==> src/rtl/core/dhfk_pkg.sv <==
// Shared types, constants and the CORDIC arctangent table for the DH kinematics chain.
`default_nettype none
package dhfk_pkg;

    localparam int ANGLE_BITS   = 16;
    localparam int LEN_W        = 24;
    localparam int CORDIC_STEPS = 24;
    localparam int STEP_W       = 5;
    localparam int CS_W         = 18;   // rounded sine/cosine, Q2.14 with headroom
    localparam int CX_W         = 34;   // CORDIC x/y, Q2.30 with headroom
    localparam int CZ_W         = 33;   // CORDIC residual angle
    localparam int JM_W         = 32;   // joint rotation entries, Q28
    localparam int TJ_W         = 42;   // joint translation, frac + 14
    localparam int MA_W         = 24;
    localparam int MB_W         = 42;
    localparam int PROD_W       = MA_W + MB_W;
    localparam int ACC_W        = 62;
    localparam logic signed [CX_W-1:0] CORDIC_X0 = CX_W'(652032874);
    localparam logic signed [15:0] ONE_Q14 = 16'sd16384;

    typedef struct packed {
        logic signed [LEN_W-1:0]      joint_offset;
        logic signed [LEN_W-1:0]      link_length;
        logic        [ANGLE_BITS-1:0] link_twist;
        logic        [ANGLE_BITS-1:0] joint_angle;
        logic                         last_joint;
    } t_item;

    typedef struct packed {
        logic                         start;
        logic        [ANGLE_BITS-1:0] angle;
    } t_sc_req;

    typedef struct packed {
        logic                         done;
        logic signed [CS_W-1:0]       cos_v;
        logic signed [CS_W-1:0]       sin_v;
    } t_sc_res;

    typedef enum logic [1:0] {
        TK_JM  = 2'd0,
        TK_POS = 2'd1,
        TK_ROT = 2'd2,
        TK_NONE = 2'd3
    } t_kind;

    typedef struct packed {
        logic       valid;
        t_kind      kind;
        logic [2:0] n;
        logic [1:0] r;
        logic [1:0] c;
        logic [1:0] k;
    } t_tag;

    function automatic logic signed [CZ_W-1:0] atan_at(input logic [STEP_W-1:0] i);
        logic [31:0] v;
        case (i)
            5'd0:  v = 32'd536870912;
            5'd1:  v = 32'd316933406;
            5'd2:  v = 32'd167458907;
            5'd3:  v = 32'd85004756;
            5'd4:  v = 32'd42667331;
            5'd5:  v = 32'd21354465;
            5'd6:  v = 32'd10679838;
            5'd7:  v = 32'd5340245;
            5'd8:  v = 32'd2670163;
            5'd9:  v = 32'd1335087;
            5'd10: v = 32'd667544;
            5'd11: v = 32'd333772;
            5'd12: v = 32'd166886;
            5'd13: v = 32'd83443;
            5'd14: v = 32'd41722;
            5'd15: v = 32'd20861;
            5'd16: v = 32'd10430;
            5'd17: v = 32'd5215;
            5'd18: v = 32'd2608;
            5'd19: v = 32'd1304;
            5'd20: v = 32'd652;
            5'd21: v = 32'd326;
            5'd22: v = 32'd163;
            5'd23: v = 32'd81;
            default: v = 32'd0;
        endcase
        return $signed({1'b0, v});
    endfunction

endpackage
`default_nettype wire

==> src/rtl/core/dhfk_front.sv <==
// Input queue: accepts DH rows and holds them until the back end takes them.
`default_nettype none
module dhfk_front (
    input  wire                  i_clk,
    input  wire                  i_rst_n,
    input  wire                  i_push,
    input  dhfk_pkg::t_item      i_item,
    output logic                 o_full,
    input  wire                  i_pop,
    output logic                 o_empty,
    output dhfk_pkg::t_item      o_item
);
    import dhfk_pkg::*;

    t_item      r_mem [2];
    logic       r_wp;
    logic       r_rp;
    logic [1:0] r_cnt;

    assign o_full  = (r_cnt == 2'd2);
    assign o_empty = (r_cnt == 2'd0);
    assign o_item  = r_mem[r_rp];

    always_ff @(posedge i_clk) begin
        if (i_push) begin
            r_mem[r_wp] <= i_item;
        end
    end

    always_ff @(posedge i_clk) begin
        if (!i_rst_n) begin
            r_wp  <= 1'b0;
            r_rp  <= 1'b0;
            r_cnt <= 2'd0;
        end else begin
            if (i_push) r_wp <= ~r_wp;
            if (i_pop)  r_rp <= ~r_rp;
            r_cnt <= r_cnt + 2'(i_push) - 2'(i_pop);
        end
    end
endmodule
`default_nettype wire

==> config.mk <==
export PLATFORM = sky130hd
export DESIGN_NAME = dhfk_front
export DESIGN_NICKNAME = d
export VERILOG_FILES = /design/src/rtl/core/dhfk_pkg.sv /design/src/rtl/core/dhfk_front.sv
export SDC_FILE = /design/constraint.sdc
export NUM_CORES = 1
export LEC_CHECK = 0
export ABC_CLOCK_PERIOD_IN_PS = 6200
export BUFFER_PORTS_ARGS = -buffer_cell sky130_fd_sc_hd__buf_2
export CORE_MARGIN = 10
export CORE_UTILIZATION = 52
export DETAILED_ROUTE_END_ITERATION = 8
export HOLD_SLACK_MARGIN = 0.1
export PLACE_DENSITY_LB_ADDON = 0.05
export SYNTH_ARGS = -nofsm -noshare
export SYNTH_HDL_FRONTEND = slang
export SYNTH_SLANG_ARGS = --single-unit
==> constraint.sdc <==
create_clock -name i_clk -period 6.2 [get_ports i_clk]
set_clock_uncertainty 0.15 [all_clocks]
set_input_delay 0.62 -clock i_clk [delete_from_list [all_inputs] [get_ports i_clk]]
set_output_delay 0.62 -clock i_clk [all_outputs]
set_load 0.02 [all_outputs]
### Word-level counts from Yosys, hierarchy flattened

Memory sizes are Yosys's and may differ from the RTL's. A register that Yosys moved wholly into a read port is not among the register bits.
Cells that the tools add are included.

| storage, ports and cells | value |
|---|---|
| input bits | 85 |
| memory bits (writable) | 162 |
| memories | 1 |
| logic and storage cells | 14 |
| flip-flop bits (word level) | 4 |

Memories:

| name | depth | width | read ports | clocked after memory_dff | write ports | line | RTL |
|---|---|---|---|---|---|---|---|
| r_mem | 2 | 81 | 1 | 1 | 1 | dhfk_front.sv:15 | `t_item r_mem [2];` |

| operators by class | value |
|---|---|
| bitwise operators | 2 |
| $add $sub $neg | 2 |
| reduce and logical (&&, ||, !) cells | 1 |
| equality and inequality tests | 1 |
| mux-type cells | 4 |

Operator list:

| cell | count |
|---|---|
| 2-to-1 mux 1 bit | 4 |
| adder 2 x 1 -> 2 bit | 1 |
| == test 2 bit, second input constant | 1 |
| logical NOT 2 bit | 1 |
| inverter 1 bit | 2 |
| subtractor 2 x 1 -> 2 bit | 1 |

### Longest topological paths before layout

| logic depth | value |
|---|---|
| depth after elaboration | 3 |
| mapped depth | 6 |
| gate-level depth less buffers | 6 |

### Worst setup path after synthesis

OpenSTA, ideal clock, no wires.

| timing path | value |
|---|---|
| path kind | input to register |
| start | input i_push |
| end | memory r_mem[0][0] (netlist bit) (enable) |
| buffers on the path | 0 |
| setup time | 0.531 ns |
| cell stages on the path | 1 |
| path slack | 1.327 ns |
| arrival | 4.192 ns |
| cell sequence | nor2b_1 |

| on the way | value |
|---|---|
| longest elaborated chain between the ends | 2 |

RTL lines:

| what | line | RTL |
|---|---|---|
| start, declared | dhfk_front.sv:6 | `input wire i_push,` |
| 2-to-1 mux 1 bit | dhfk_front.sv:25 | `if (i_push) begin` |
| 2-to-1 mux 1 bit (implied by the code) | dhfk_front.sv:26 | `r_mem[r_wp] <= i_item;` |
| end, declared | dhfk_front.sv:15 |  |

Every way passes these cells.

==> tab_implementation.tex <==
\begin{tabular}{lr}
\hline
Metric & Value \\
\hline
\multicolumn{2}{l}{\textbf{Synthesis}} \\
\quad Synth warn & 0 \\
\quad Total standard cell area after synthesis & 6470 µm² \\
\quad Ranking of synthesized cells by area & sky130\_fd\_sc\_hd\_\_edfxtp\_1 (75\%), sky130\_fd\_sc\_hd\_\_mux2\_4 (19\%), sky130\_fd\_sc\_hd\_\_buf\_12 (2.5\%) \\
\quad Cells after Synth & 273 \\
\quad Net count of the mapped netlist & 360 \\
\quad Largest area contributor in the synthesized netlist & sky130\_fd\_sc\_hd\_\_edfxtp\_1 \\
\quad Portion of synthesized cell area occupied by the leading cell type & 0.751 \\
\quad Sequential fraction of the synthesis area & 0.767 \\
\quad Flip-flop and latch count after synthesis & 167 \\
\quad Avg Cell Area, Syn & between 20 and 25 µm² \\
\quad Distinct cells, synth & 14 \\
\multicolumn{2}{l}{\textbf{Placed design}} \\
\quad Total of buffers placed on input and output ports & $\sim$170 \\
\quad Post-DP HPWL & 8.16 mm \\
\quad Placement Setup Slack & 3.23 ns \\
\quad Final weighted congestion in routability-driven placement & 0.681 \\
\multicolumn{2}{l}{\textbf{Routing}} \\
\quad First-iteration detailed-routing DRC count & around 180 \\
\quad Total number of vias & 3067 \\
\quad Count of nets left with antenna violations after detail routing & 0 \\
\quad Drc violations & 0 \\
\quad Total wirelength of the detailed-routed design & 12.0 mm \\
\quad Via density per instance & between 4 and 5 \\
\quad Wirelength per Cell & 18.9 µm \\
\quad First-pass DRT Iterations & 4 \\
\quad Routed wire length on met2 & 5.79 mm \\
\quad Metal1 wirelength & 5.02 mm \\
\quad Highest metal layer used by the detailed router & met4 \\
\quad Met3 wirelength from detailed routing & 906 µm \\
\multicolumn{2}{l}{\textbf{Layout}} \\
\quad Sequential cell area & roughly 5000 µm² \\
\quad Inserted Diodes & 0 \\
\quad Net total in the final layout & 539 \\
\quad Fraction of layout instances using a drive strength above 1 & 0.584 \\
\quad Footprint of the multi-input gates & between 1000 and 1500 µm² \\
\quad Commonest non-fill, non-tap cell in the layout & sky130\_fd\_sc\_hd\_\_buf\_2 \\
\quad Final design utilization & 0.651 \\
\quad Synth-to-Final Area Change & 21.7\% \\
\quad Highest-count cells in the layout ignoring fill and taps & sky130\_fd\_sc\_hd\_\_buf\_2 (167), sky130\_fd\_sc\_hd\_\_edfxtp\_1 (162), sky130\_fd\_sc\_hd\_\_mux2\_4 (80) \\
\quad Filler instances & between 800 and 900 \\
\multicolumn{2}{l}{\textbf{Worst setup path}} \\
\quad Category of the critical setup timing path & flip-flop to output pin \\
\quad Setup crit end kind & output pin \\
\quad Chain of cells forming the critical path & buf\_4, mux2\_4, buf\_2 \\
\quad Worst path arrival time & 2.61 ns \\
\quad Maximum fanout count along the critical path & 41 \\
\quad CP max-delay cell & sky130\_fd\_sc\_hd\_\_dfxtp\_4 \\
\quad Element type at the critical path start & flip-flop \\
\quad Setup slack of the worst register-to-register path & 3.79 ns \\
\quad Worst Path Required & roughly 5.4 ns \\
\quad Longest individual stage delay on the worst path & 0.86 ns \\
\multicolumn{2}{l}{\textbf{CTS}} \\
\quad Worst skew pair latency & between 0.4 and 0.5 ns \\
\quad Number of buffers inserted by hold repair at cts & 0 \\
\quad Setup Fix Bufs, Post-CTS & 0 \\
\quad Clk slew on worst S/H paths & roughly 0.060 ns \\
\quad H-tree levels & 4 \\
\quad Root buffer cell & sky130\_fd\_sc\_hd\_\_clkbuf\_16 \\
\quad TritonCTS clock tree & yes \\
\quad Bufs on Longest Clock Path & 2 \\
\quad CTS-repair resized insts & 0 \\
\quad Clock tree sinks & 167 \\
\quad Number of buffers created by CTS & 17 \\
\multicolumn{2}{l}{\textbf{STA}} \\
\quad Fin. Hold Viols & 0 \\
\quad Peak Freq & 0.296 GHz \\
\quad Max-slew violation total from the final report & 0 \\
\quad Worst slew pin tran & 1.13 ns \\
\quad Worst max-slew margin expressed relative to the limit & 0.250 \\
\quad Setup slack after layout & $\sim$2.8 ns \\
\quad RSZ-0062 raised after global routing & false \\
\quad Fin crit share & 0.545 \\
\quad Minimum clock period after layout & 3.38 ns \\
\quad Aggregate negative setup slack & 0 ns \\
\quad Setup-failing EPs final & 0 \\
\multicolumn{2}{l}{\textbf{Floorplanning}} \\
\quad Starting density of the core & 0.535 \\
\quad Horizontal die dimension & 132 µm \\
\quad Die Footprint & 17300 µm² \\
\quad Top-level I/O count & $\sim$170 \\
\quad Height of the chip & about 130 µm \\
\quad Placeable Area & 12100 µm² \\
\quad Core Rows & 40 \\
\multicolumn{2}{l}{\textbf{Global route}} \\
\quad Combined global-route utilization of all metal layers & 0.139 \\
\quad Largest net degree at the start of global routing & 82 \\
\quad Global route overflow & 0 \\
\quad Initial antenna violation count & 0 \\
\quad Via count of the first global-routing pass & 3350 \\
\quad First-pass GRT wire length & approximately 18 mm \\
\multicolumn{2}{l}{\textbf{Power and ir drop}} \\
\quad Leakage & 0.00315 µW \\
\quad Maximum VDD drop & 0.000191 V \\
\quad Power Density & $\sim$330 nW/µm² \\
\multicolumn{2}{l}{\textbf{Hold path}} \\
\quad Class of the most critical hold timing path & input pin to flip-flop \\
\multicolumn{2}{l}{\textbf{Flow run}} \\
\quad Total of max-cap violations & 0 \\
\multicolumn{2}{l}{\textbf{Outcome}} \\
\quad Outcome & complete, no violations \\
\hline
\end{tabular}
==> through the flow <==
stage	cells	instance area (µm²)	hold WS, ns	power, µW
final	632	7880	0.236	2580
after global routing	632	7880	0.222	2680
after CTS	632	7880	0.218	2610
after detailed placement	601	7380	0.413	1700
after global placement	601	7380	0.407	1690
after floorplan	273	6470	0.405	1600
==> per-layer routing <==
| metal | up-vias | global-route usage |
|---|---|---|
| met2 | 110 | 0.218 |
| met3 | 20 | 0.0625 |
| met4 | 0 | 0.0674 |
| met1 | 1505 | 0.158 |
| li1 | 1432 | - |
| met5 | - | 0 |
==> cells by family (layout without fill, tap and decap cells) <==
family,Yosys count,count (layout),share of synthesized area
flip-flops,167,167,0.767
multiplexers,81,81,0.187
buffers and inverters,11,202,0.0276
AND/OR/NAND/NOR,9,9,0.00831
adder cells (fa/ha/maj),2,2,0.00386
XOR/XNOR,2,2,0.00483
AO/OA/AOI/OAI,1,1,0.00116
==> state kept, by name (all words and copies together), names as in the netlist, named ones only <==
| signal | cells |
|---|---|
| r_cnt | 2 |
| r_rp | 1 |
| r_wp | 1 |
| r_mem | 162 |
==> worst paths after layout <==
check	startpoint	end	depth (start not counted)
min reg2reg	r_rp$_SDFFE_PN0P_	flip-flop	2
max reg2reg	r_wp$_SDFFE_PN0P_	r_mem[0][17]$_DFFE_PP_	2
max	flip-flop	o_item[13]	3
min	i_item[9]	r_mem[0][9]$_DFFE_PP_	1
==> critical path, delay by kind of cell (launching register included) <==
family                 cells  cell delay (ns)
buffers and inverters      2             0.90
flip-flops                 1             0.86
multiplexers               1             0.36
==> synthesized netlist by cell type (all sizes together) <==
| cell | n |
|---|---|
| xnor3 | 1 |
| inv | 2 |
| nor2 | 1 |
| and2 | 4 |
| edfxtp | 162 |
| ha | 2 |
| o21a | 1 |
| nor2b | 4 |
| dfxtp | 5 |
| buf | 9 |
| xor2 | 1 |
| mux2 | 81 |
==> power breakdown <==
part / leakage (µW) / switching, µW / internal [µW]
registers: 0.00156 / 30.7 / 1310
logic: 0.00134 / 174 / 157
clock network: 0.000242 / 374 / 538
==> cell type report <==
| cell class | count | share of cell area |
|---|---|---|
| timing repair buffer | 169 | 0.108 |
| multi-input combinational | 95 | 0.170 |
| tap | 168 | 0.0267 |
| clock inverter | 9 | 0.00762 |
| inverter | 2 | 0.000953 |
| clock buffer | 22 | 0.0564 |
| sequential | 167 | 0.630 |
(Power assumes the default switching activity.)
